File: src/rtl/ebus_telegram_field_parser_assert.svh
// Assertion helpers shared by the parser top level.
// Both expect signals named clk and rst in the using scope.
`ifndef EBUS_TELEGRAM_FIELD_PARSER_ASSERT_SVH
`define EBUS_TELEGRAM_FIELD_PARSER_ASSERT_SVH

// Consequent checked in the same cycle as the antecedent.
`define ETFP_ASSERT_NOW(label, ante, cons, msg) \
  label: assert property (@(posedge clk) disable iff (rst) (ante) |-> (cons)) \
    else $error(msg);

// Consequent checked in the cycle after the antecedent.
`define ETFP_ASSERT_NEXT(label, ante, cons, msg) \
  label: assert property (@(posedge clk) disable iff (rst) (ante) |=> (cons)) \
    else $error(msg);

`endif

File: src/rtl/etfp_pkg.sv
package etfp_pkg;

  localparam logic [7:0] SYN_BYTE = 8'hAA;
  localparam logic [7:0] ESC_BYTE = 8'hA9;
  localparam logic [7:0] ESC_CODE_ESC = 8'h00;
  localparam logic [7:0] ESC_CODE_SYN = 8'h01;
  localparam logic [7:0] ACK_BYTE = 8'h00;
  localparam logic [7:0] NAK_BYTE = 8'hFF;

  localparam logic [7:0] FILTER_DEST_RESET = 8'h26;
  localparam logic       FILTER_EN_RESET   = 1'b1;

  // Register index, taken from paddr[2]
  localparam logic REG_FILTER_DEST = 1'b0;
  localparam logic REG_FILTER_EN   = 1'b1;

  // Field kinds reported on the output
  localparam logic [3:0] KIND_SRC       = 4'd0;
  localparam logic [3:0] KIND_DST       = 4'd1;
  localparam logic [3:0] KIND_CMD_HI    = 4'd2;
  localparam logic [3:0] KIND_CMD_LO    = 4'd3;
  localparam logic [3:0] KIND_MLEN      = 4'd4;
  localparam logic [3:0] KIND_MDATA     = 4'd5;
  localparam logic [3:0] KIND_MCRC      = 4'd6;
  localparam logic [3:0] KIND_SACK      = 4'd7;
  localparam logic [3:0] KIND_SLEN      = 4'd8;
  localparam logic [3:0] KIND_SDATA     = 4'd9;
  localparam logic [3:0] KIND_SCRC      = 4'd10;
  localparam logic [3:0] KIND_MACK      = 4'd11;
  localparam logic [3:0] KIND_EXTRA     = 4'd12;
  localparam logic [3:0] KIND_TEL_END   = 4'd13;
  localparam logic [3:0] KIND_IDLE_SYNC = 4'd14;

  localparam logic [1:0] ACK_CLASS_ACK   = 2'd0;
  localparam logic [1:0] ACK_CLASS_NAK   = 2'd1;
  localparam logic [1:0] ACK_CLASS_OTHER = 2'd2;

  // Classified byte passed from front to back
  typedef struct packed {
    logic       is_sync;
    logic [7:0] value;
  } etfp_item_t;

  typedef struct packed {
    logic full;
    logic empty;
  } etfp_q_status_t;

  typedef struct packed {
    logic [3:0]  field_kind;
    logic [7:0]  field_value;
    logic [1:0]  ack_class;
    logic [7:0]  source_address;
    logic [7:0]  destination_address;
    logic [15:0] command_word;
    logic        telegram_match;
  } etfp_result_t;

endpackage

File: src/rtl/etfp_if.sv
interface etfp_byte_if;
  logic       valid;
  logic       ready;
  logic [7:0] received_byte;

  modport source (output valid, output received_byte, input ready);
  modport sink (input valid, input received_byte, output ready);
endinterface

interface etfp_field_if;
  logic        valid;
  logic        ready;
  logic [3:0]  field_kind;
  logic [7:0]  field_value;
  logic [1:0]  ack_class;
  logic [7:0]  source_address;
  logic [7:0]  destination_address;
  logic [15:0] command_word;
  logic        telegram_match;

  modport source (
    output valid, output field_kind, output field_value, output ack_class,
    output source_address, output destination_address, output command_word,
    output telegram_match, input ready
  );
  modport sink (
    input valid, input field_kind, input field_value, input ack_class,
    input source_address, input destination_address, input command_word,
    input telegram_match, output ready
  );
endinterface

File: src/rtl/ebus_telegram_field_parser.sv
// A byte accepted on in_ch is written into the queue, then popped into the output register that drives out_ch.
// Throughput: one byte per cycle while out_ch takes results, held by the two-entry queue and the output register.
// An escape byte (0xA9) is accepted and yields no result.
// Reset (rst, synchronous): field position to source address, escape flag,
// counter and held address/command cleared, queue emptied, filter back to 0x26, enabled.
`include "ebus_telegram_field_parser_assert.svh"

module ebus_telegram_field_parser #(
  parameter int QUEUE_DEPTH = 2
) (
  input  logic        clk,
  input  logic        rst,
  etfp_byte_if.sink   in_ch,
  etfp_field_if.source out_ch,
  input  logic        psel,
  input  logic        penable,
  input  logic        pwrite,
  input  logic [2:0]  paddr,
  input  logic [31:0] pwdata,
  output logic [31:0] prdata,
  output logic        pready
);
  import etfp_pkg::*;

  logic [7:0]     filter_dest_reg;
  logic           filter_enable;
  logic           cfg_write;
  logic           push;
  logic           pop;
  etfp_item_t     push_item;
  etfp_item_t     pop_item;
  etfp_q_status_t q_status;
  etfp_result_t   result;
  logic           result_valid;

  // Configuration port
  assign pready    = 1'b1;
  assign cfg_write = psel && penable && pwrite && pready;

  always_ff @(posedge clk) begin
    if (rst) begin
      filter_dest_reg <= FILTER_DEST_RESET;
      filter_enable   <= FILTER_EN_RESET;
    end else if (cfg_write) begin
      unique case (paddr[2])
        REG_FILTER_DEST: filter_dest_reg <= pwdata[7:0];
        REG_FILTER_EN:   filter_enable   <= pwdata[0];
        default:         filter_enable   <= filter_enable;
      endcase
    end
  end

  always_comb begin
    unique case (paddr[2])
      REG_FILTER_DEST: prdata = {24'd0, filter_dest_reg};
      REG_FILTER_EN:   prdata = {31'd0, filter_enable};
      default:         prdata = '0;
    endcase
  end

  etfp_front u_front (
    .clk       (clk),
    .rst       (rst),
    .in_valid  (in_ch.valid),
    .in_byte   (in_ch.received_byte),
    .in_ready  (in_ch.ready),
    .q_status  (q_status),
    .push      (push),
    .push_item (push_item)
  );

  etfp_queue #(
    .DEPTH (QUEUE_DEPTH)
  ) u_queue (
    .clk       (clk),
    .rst       (rst),
    .push      (push),
    .push_item (push_item),
    .pop       (pop),
    .pop_item  (pop_item),
    .status    (q_status)
  );

  etfp_back u_back (
    .clk                (clk),
    .rst                (rst),
    .q_valid            (!q_status.empty),
    .q_item             (pop_item),
    .pop                (pop),
    .filter_destination (filter_dest_reg),
    .filter_enable      (filter_enable),
    .out_valid          (result_valid),
    .out_ready          (out_ch.ready),
    .out_result         (result)
  );

  assign out_ch.valid               = result_valid;
  assign out_ch.field_kind          = result.field_kind;
  assign out_ch.field_value         = result.field_value;
  assign out_ch.ack_class           = result.ack_class;
  assign out_ch.source_address      = result.source_address;
  assign out_ch.destination_address = result.destination_address;
  assign out_ch.command_word        = result.command_word;
  assign out_ch.telegram_match      = result.telegram_match;

  // Telegram summary fields only on a closing SYN
  `ETFP_ASSERT_NOW(a_summary_only_on_end,
    out_ch.valid && out_ch.field_kind != KIND_TEL_END,
    out_ch.source_address == 8'd0 && out_ch.destination_address == 8'd0 &&
    out_ch.command_word == 16'd0 && !out_ch.telegram_match,
    "summary fields set outside telegram end")

  `ETFP_ASSERT_NOW(a_sync_value,
    out_ch.valid && (out_ch.field_kind == KIND_TEL_END ||
                     out_ch.field_kind == KIND_IDLE_SYNC),
    out_ch.field_value == SYN_BYTE,
    "sync result without SYN value")

  `ETFP_ASSERT_NOW(a_ack_class_kinds,
    out_ch.valid && out_ch.field_kind != KIND_SACK && out_ch.field_kind != KIND_MACK,
    out_ch.ack_class == ACK_CLASS_ACK,
    "ack class set on a non-ack field")

  // An accepted escape byte never reaches the queue
  `ETFP_ASSERT_NEXT(a_escape_no_push,
    in_ch.valid && in_ch.ready && in_ch.received_byte == ESC_BYTE &&
    q_status.empty && !push,
    q_status.empty,
    "escape byte entered the queue")

endmodule

File: src/rtl/etfp_front.sv
module etfp_front (
  input  logic                    clk,
  input  logic                    rst,
  input  logic                    in_valid,
  input  logic [7:0]              in_byte,
  output logic                    in_ready,
  input  etfp_pkg::etfp_q_status_t q_status,
  output logic                    push,
  output etfp_pkg::etfp_item_t    push_item
);
  import etfp_pkg::*;

  logic escape_pending;
  logic escape_pending_next;
  logic accept;
  logic is_syn;
  logic is_esc;

  assign in_ready = !q_status.full;
  assign accept   = in_valid && in_ready;
  assign is_syn   = (in_byte == SYN_BYTE);
  assign is_esc   = (in_byte == ESC_BYTE);

  // Escape prefix produces nothing; everything else goes to the queue
  assign push = accept && !is_esc;

  always_comb begin
    push_item.is_sync = is_syn;
    push_item.value   = in_byte;
    if (is_syn) begin
      push_item.value = SYN_BYTE;
    end else if (escape_pending && in_byte == ESC_CODE_ESC) begin
      push_item.value = ESC_BYTE;
    end else if (escape_pending && in_byte == ESC_CODE_SYN) begin
      push_item.value = SYN_BYTE;
    end
  end

  // A SYN leaves a pending escape in place for the next data byte
  always_comb begin
    escape_pending_next = escape_pending;
    if (accept) begin
      if (is_esc) begin
        escape_pending_next = 1'b1;
      end else if (!is_syn) begin
        escape_pending_next = 1'b0;
      end
    end
  end

  always_ff @(posedge clk) begin
    if (rst) begin
      escape_pending <= 1'b0;
    end else begin
      escape_pending <= escape_pending_next;
    end
  end

endmodule

File: src/rtl/etfp_queue.sv
// Small FIFO between front and back; DEPTH must be 2 or more.
module etfp_queue #(
  parameter int DEPTH = 2
) (
  input  logic                     clk,
  input  logic                     rst,
  input  logic                     push,
  input  etfp_pkg::etfp_item_t     push_item,
  input  logic                     pop,
  output etfp_pkg::etfp_item_t     pop_item,
  output etfp_pkg::etfp_q_status_t status
);
  import etfp_pkg::*;

  localparam int PTR_W = $clog2(DEPTH);
  localparam int CNT_W = $clog2(DEPTH + 1);
  localparam logic [PTR_W-1:0] LAST_PTR = PTR_W'(DEPTH - 1);
  localparam logic [CNT_W-1:0] FULL_CNT = CNT_W'(DEPTH);

  etfp_item_t       entries [DEPTH];
  logic [PTR_W-1:0] wr_ptr;
  logic [PTR_W-1:0] rd_ptr;
  logic [CNT_W-1:0] count;

  assign status.full  = (count == FULL_CNT);
  assign status.empty = (count == '0);
  assign pop_item     = entries[rd_ptr];

  always_ff @(posedge clk) begin
    if (push) begin
      entries[wr_ptr] <= push_item;
    end
  end

  always_ff @(posedge clk) begin
    if (rst) begin
      wr_ptr <= '0;
      rd_ptr <= '0;
      count  <= '0;
    end else begin
      if (push) begin
        wr_ptr <= (wr_ptr == LAST_PTR) ? '0 : wr_ptr + 1'b1;
      end
      if (pop) begin
        rd_ptr <= (rd_ptr == LAST_PTR) ? '0 : rd_ptr + 1'b1;
      end
      if (push && !pop) begin
        count <= count + 1'b1;
      end else if (pop && !push) begin
        count <= count - 1'b1;
      end
    end
  end

endmodule

File: src/rtl/etfp_back.sv
module etfp_back (
  input  logic                   clk,
  input  logic                   rst,
  input  logic                   q_valid,
  input  etfp_pkg::etfp_item_t   q_item,
  output logic                   pop,
  input  logic [7:0]             filter_destination,
  input  logic                   filter_enable,
  output logic                   out_valid,
  input  logic                   out_ready,
  output etfp_pkg::etfp_result_t out_result
);
  import etfp_pkg::*;

  typedef enum logic [3:0] {
    POS_SRC    = 4'd0,
    POS_DST    = 4'd1,
    POS_CMD_HI = 4'd2,
    POS_CMD_LO = 4'd3,
    POS_MLEN   = 4'd4,
    POS_MDATA  = 4'd5,
    POS_MCRC   = 4'd6,
    POS_SACK   = 4'd7,
    POS_SLEN   = 4'd8,
    POS_SDATA  = 4'd9,
    POS_SCRC   = 4'd10,
    POS_MACK   = 4'd11,
    POS_EXTRA  = 4'd12
  } pos_t;

  pos_t         pos;
  pos_t         pos_next;
  logic [7:0]   bytes_remaining;
  logic [7:0]   bytes_remaining_next;
  logic [7:0]   held_source;
  logic [7:0]   held_source_next;
  logic [7:0]   held_destination;
  logic [7:0]   held_destination_next;
  logic [15:0]  held_command;
  logic [15:0]  held_command_next;
  etfp_result_t result_next;
  logic [7:0]   b;
  logic [7:0]   count_dec;

  // Load the output register whenever it is empty or being drained
  assign pop       = q_valid && (!out_valid || out_ready);
  assign b         = q_item.value;
  assign count_dec = bytes_remaining - 8'd1;

  always_comb begin
    pos_next              = pos;
    bytes_remaining_next  = bytes_remaining;
    held_source_next      = held_source;
    held_destination_next = held_destination;
    held_command_next     = held_command;
    result_next           = '0;
    result_next.field_value = b;

    if (q_item.is_sync) begin
      result_next.field_value = SYN_BYTE;
      if (pos != POS_SRC) begin
        result_next.field_kind          = KIND_TEL_END;
        result_next.source_address      = held_source;
        result_next.destination_address = held_destination;
        result_next.command_word        = held_command;
        result_next.telegram_match      = !filter_enable ||
                                          (held_destination == filter_destination);
        pos_next = POS_SRC;
      end else begin
        result_next.field_kind = KIND_IDLE_SYNC;
      end
    end else begin
      result_next.field_kind = pos;
      unique case (pos) inside
        POS_SRC: begin
          held_source_next = b;
          pos_next         = POS_DST;
        end
        POS_DST: begin
          held_destination_next = b;
          pos_next              = POS_CMD_HI;
        end
        POS_CMD_HI: begin
          held_command_next = {8'd0, b};
          pos_next          = POS_CMD_LO;
        end
        POS_CMD_LO: begin
          held_command_next = {held_command[7:0], b};
          pos_next          = POS_MLEN;
        end
        POS_MLEN, POS_SLEN: begin
          // zero length skips straight to the CRC
          bytes_remaining_next = b;
          pos_next = pos_t'(pos + ((b != 8'd0) ? 4'd1 : 4'd2));
        end
        POS_MDATA, POS_SDATA: begin
          bytes_remaining_next = count_dec;
          if (count_dec == 8'd0) begin
            pos_next = pos_t'(pos + 4'd1);
          end
        end
        POS_MCRC, POS_SCRC: begin
          pos_next = pos_t'(pos + 4'd1);
        end
        POS_SACK, POS_MACK: begin
          if (b == ACK_BYTE) begin
            result_next.ack_class = ACK_CLASS_ACK;
          end else if (b == NAK_BYTE) begin
            result_next.ack_class = ACK_CLASS_NAK;
          end else begin
            result_next.ack_class = ACK_CLASS_OTHER;
          end
          pos_next = pos_t'(pos + 4'd1);
        end
        default: begin
          result_next.field_kind = KIND_EXTRA;
          pos_next               = POS_EXTRA;
        end
      endcase
    end
  end

  always_ff @(posedge clk) begin
    if (rst) begin
      pos              <= POS_SRC;
      bytes_remaining  <= '0;
      held_source      <= '0;
      held_destination <= '0;
      held_command     <= '0;
      out_valid        <= 1'b0;
    end else begin
      if (pop) begin
        pos              <= pos_next;
        bytes_remaining  <= bytes_remaining_next;
        held_source      <= held_source_next;
        held_destination <= held_destination_next;
        held_command     <= held_command_next;
        out_valid        <= 1'b1;
        out_result       <= result_next;
      end else if (out_ready) begin
        out_valid <= 1'b0;
      end
    end
  end

endmodule

File: src/flat_wrapper.sv
// flat-port wrapper written by rule: the top's interface ports become plain ports
module ebus_telegram_field_parser_flat import etfp_pkg::*;
#(
  parameter int QUEUE_DEPTH = 2
)
  (clk, rst, psel, penable, pwrite, paddr, pwdata, prdata, pready, in_ch_valid, in_ch_received_byte, in_ch_ready, out_ch_valid, out_ch_field_kind, out_ch_field_value, out_ch_ack_class, out_ch_source_address, out_ch_destination_address, out_ch_command_word, out_ch_telegram_match, out_ch_ready);
  etfp_byte_if in_ch_i ();
  etfp_field_if out_ch_i ();
  input  logic clk;
  input  logic rst;
  input  logic psel;
  input  logic penable;
  input  logic pwrite;
  input  logic [2:0] paddr;
  input  logic [31:0] pwdata;
  output logic [31:0] prdata;
  output logic pready;
  input wire logic [$bits(in_ch_i.valid)-1:0] in_ch_valid;
  input wire logic [$bits(in_ch_i.received_byte)-1:0] in_ch_received_byte;
  output wire logic [$bits(in_ch_i.ready)-1:0] in_ch_ready;
  output wire logic [$bits(out_ch_i.valid)-1:0] out_ch_valid;
  output wire logic [$bits(out_ch_i.field_kind)-1:0] out_ch_field_kind;
  output wire logic [$bits(out_ch_i.field_value)-1:0] out_ch_field_value;
  output wire logic [$bits(out_ch_i.ack_class)-1:0] out_ch_ack_class;
  output wire logic [$bits(out_ch_i.source_address)-1:0] out_ch_source_address;
  output wire logic [$bits(out_ch_i.destination_address)-1:0] out_ch_destination_address;
  output wire logic [$bits(out_ch_i.command_word)-1:0] out_ch_command_word;
  output wire logic [$bits(out_ch_i.telegram_match)-1:0] out_ch_telegram_match;
  input wire logic [$bits(out_ch_i.ready)-1:0] out_ch_ready;
  assign in_ch_i.valid = in_ch_valid;
  assign in_ch_i.received_byte = in_ch_received_byte;
  assign in_ch_ready = in_ch_i.ready;
  assign out_ch_valid = out_ch_i.valid;
  assign out_ch_field_kind = out_ch_i.field_kind;
  assign out_ch_field_value = out_ch_i.field_value;
  assign out_ch_ack_class = out_ch_i.ack_class;
  assign out_ch_source_address = out_ch_i.source_address;
  assign out_ch_destination_address = out_ch_i.destination_address;
  assign out_ch_command_word = out_ch_i.command_word;
  assign out_ch_telegram_match = out_ch_i.telegram_match;
  assign out_ch_i.ready = out_ch_ready;
  ebus_telegram_field_parser #(.QUEUE_DEPTH(QUEUE_DEPTH)) u_core (.clk(clk), .rst(rst), .in_ch(in_ch_i), .out_ch(out_ch_i), .psel(psel), .penable(penable), .pwrite(pwrite), .paddr(paddr), .pwdata(pwdata), .prdata(prdata), .pready(pready));
endmodule
File: config.mk
export PLATFORM = sky130hd
export DESIGN_NAME = ebus_telegram_field_parser_flat
export DESIGN_NICKNAME = d
export VERILOG_FILES = /design/src/rtl/etfp_pkg.sv /design/src/rtl/etfp_if.sv /design/src/rtl/ebus_telegram_field_parser.sv /design/src/rtl/etfp_front.sv /design/src/rtl/etfp_queue.sv /design/src/rtl/etfp_back.sv /design/src/flat_wrapper.sv
export VERILOG_INCLUDE_DIRS = /design/src /design/src/rtl
export SDC_FILE = /design/constraint.sdc
export NUM_CORES = 1
export LEC_CHECK = 0
export BUFFER_PORTS_ARGS = -buffer_cell sky130_fd_sc_hd__buf_2
export CELL_PAD_IN_SITES_DETAIL_PLACEMENT = 0
export CELL_PAD_IN_SITES_GLOBAL_PLACEMENT = 1
export CORE_MARGIN = 4
export CORE_UTILIZATION = 35
export DETAILED_ROUTE_END_ITERATION = 6
export PLACE_DENSITY_LB_ADDON = 0.1
export SLEW_MARGIN = 25
export SYNTH_ARGS = -nofsm -noshare
export SYNTH_HDL_FRONTEND = slang
export SYNTH_SLANG_ARGS = --single-unit
File: constraint.sdc
create_clock -name clk -period 3.8 [get_ports clk]
set_input_delay 0.38 -clock clk [delete_from_list [all_inputs] [get_ports clk]]
set_output_delay 0.38 -clock clk [all_outputs]
set_load 0.005 [all_outputs]
==> run summary <==
status = finished clean
most used routing layer = met2
Post-Syn Area = 5520 um^2
met3 usage in global routing = 4.04%
DR pass1 iterations = 4
fin nets = 645
period utilization = 78.8%
crit start category = flop
Yosys top cell area share = 35.4%
Sequential Power Share = 42.4%
clk_lat worst skew = 0.42 ns
antenna cells = 0
Critical Path AT = 3.36 ns
Yosys reg bits = 125
drt initial violations = 211
Hold WC Path Type = input port to flop
register area = 3150 um^2
fin. max-slew vios = 0
Worst EP required = 4.16 ns
top post-synthesis cells by count = edfxtp_1 (65), dfxtp_1 (60), nor2_1 (60)
via count = 3791
gr ovfl total = 0
power density cells = 643 nW/um^2
sequential fraction of the synthesis area = 57.2%
hold path start = in_ch_received_byte[4]
final setup fails = 0
CTS tree = yes
P&R area growth vs syn = 19.5%
Synth area leaders = edfxtp_1 (35%), dfxtp_1 (22%), nor2_1 (4.1%), and2_1 (3.9%), buf_4 (3.4%)
most frequent cell after synthesis = edfxtp_1
Worst-path clk slew = 0.06 ns
Final Power = 4.24 mW
Rows = 45
Post-CTS Setup Bufs = 0
Leakage = 2.54 nW
initial antenna violation count = 0
Slew HR = 33.3%
footprint of the multi-input gates = 2110 um^2
Regs by FF count = u_core.u_back.out_result x47, u_core.u_queue.entries x18, u_core.u_back.held_command x16
total CTS buffers = 17
Distinct cells, synth = 51
routing usage on met1 = 18.1%
total die area = 17800 um^2
Hold-fix buffers, CTS = 0
Worst setup EP type = flop
Final Hold Viols = 0
core area = 15300 um^2
GRT Total Usage = 14.2%
Port Buf Inserts = 80
antenna viol nets, final = 0
combinational power share = 20.7%
post-synthesis cell count = 513
Int Power = 3.00 mW
RSZ-0062 raised after global routing = false
Tmin final = 3.00 ns
Max Freq = 334 MHz
final core occ = 43.0%
initial core utilization = 36.0%
Post-Route WL = 12300 um
final RePlAce weighted congestion = 0.809
largest net degree at the start of global routing = 55
die height = 134 um
Via-to-Cell Ratio = 4.66
critical-path maximum fanout = 3
dpl ws = 0.787 ns
EDFF count, synth = 65
fillers = 1533
Top reg by flops = u_core.u_back.out_result
Switching Power = 1.24 mW
Async S/R FF share, synth = 0%
final worst setup slack = 0.805 ns
Worst-Margin Slew = 0.973 ns
Setup Skew = 0.00808 ns
Num Clock Sinks = 125
switching share of total power = 29.2%
Ys Warns = 0
Post-CTS Resized = 0
Clk Tree Root Cell = clkbuf_16
first-pass GRT wire length = 19600 um
setup_tns = 0 ns
Top FF cell, synth = edfxtp_1
# DRC = 0
Die W = 134 um
DP HPWL = 8420 um
CTS max path bufs = 2
dominant cell type by area after synthesis = edfxtp_1
Max-Cap Viols = 0
area post-placement = 6020 um^2
final instance area = 6590 um^2
worst r2r src = u_core.u_queue.entries[1][3]
ratio of cells with drive above 1 in the final layout = 22.3%
Clock power frac = 36.9%
Setup crit start = u_core.u_queue.entries[1][3]
peak supply drop = 0.321 mV
critical path type = flop to flop
vias in the first global route = 3724
syn avg cell area = 10.8 um^2
Top-Level Pins = 132
met2 GRT Util = 23.0%
DR WL/cell = 15.1 um
Largest register FFs = 47
H-tree levels = 4
==> logic make-up (layout without fill, tap and decap cells) <==
logic type / count (synthesis) / after routing / synth area share [%]
multiplexers: 21 / 21 / 4.11
AND/OR/NAND/NOR: 200 / 200 / 18.4
adder cells (fa/ha/maj): 6 / 6 / 1.50
flip-flops: 125 / 125 / 57.2
other: 2 / 25 / 0.136
buffers and inverters: 62 / 128 / 6.35
AO/OA/AOI/OAI: 78 / 78 / 9.28
XOR/XNOR: 19 / 19 / 3.02
==> layout by cell type, fill, tap and decap left out, drive strengths merged, types with 2 or more instances in the layout <==
cell type and n:
ha 5, clkinv 4, xor2 8, buf 88
a21o 3, a21oi 33, edfxtp 65, or3 3
inv 8, mux2 3, bufinv 2, nor3 7
clkbuf 25, nor4b 2, mux2i 18, nand4 7
conb 25, nor4 5, a22oi 2, dfxtp 60
nor3b 2, nor2 60, xnor2 11, and3 3
o21ai 11, and2 34, nand2b 5, a211oi 18
nand3 17, or2 5, nand2 35, or4 5
a221o 3, nor2b 8
==> metrics by stage <==
stage / hold slack, ns / cells
2_1_floorplan: 0.427 / 536
3_3_place_gp: 0.436 / 781
3_5_place_dp: 0.440 / 781
4_1_cts: 0.158 / 813
5_1_grt: 0.171 / 813
6_report: 0.178 / 813
==> power groups by stage <==
stage | clock [mW] | combinational [mW] | sequential, mW
2_1_floorplan | 0 | 0.584 | 1.80
3_3_place_gp | 0 | 0.887 | 1.82
3_5_place_dp | 0 | 0.895 | 1.83
4_1_cts | 1.60 | 0.897 | 1.80
5_1_grt | 1.66 | 0.992 | 1.82
6_report | 1.57 | 0.877 | 1.79
==> worst paths after layout <==
| path | slack [ns] | depth (start not counted) | to |
|---|---|---|---|
| worst max-delay path | 0.80 | 9 | u_core.u_back.pos[1] |
| worst min-delay path | 0.18 | 1 | u_core.u_queue.entries[0][4] |
| worst max register to register | 0.80 | 9 | u_core.u_back.pos[1] |
| worst min register to register | 0.44 | 2 | u_core.u_back.held_command[12] |
==> final cells by class <==
class / instances / share of cell area, %
multi-input cells: 349 / 32.0
clock buffers: 25 / 7.37
clock inverters: 7 / 1.33
flip-flops and latches: 125 / 47.8
well taps: 211 / 4.01
repair buffers: 88 / 6.99
inverters: 8 / 0.456
==> routing by layer <==
| metal | routed length, um | vias to the layer above |
|---|---|---|
| li1 | - | 1908 |
| met1 | 5690 | 1777 |
| met2 | 5810 | 86 |
| met3 | 533 | 20 |
| met4 | 216 | 0 |
| met5 | 0 | - |
==> worst max-delay path, cell delays in order (launching register included) <==
cell and delay (ns):
edfxtp_1 0.40, or4_1 0.54, nor4b_1 0.29, o211a_1 0.22, o21ai_0 0.13, ha_1 0.25, fa_1 0.48, a22oi_1 0.07
a2111oi_0 0.41, a31o_2 0.16
Note: power is estimated with default switching activity, not from simulation.
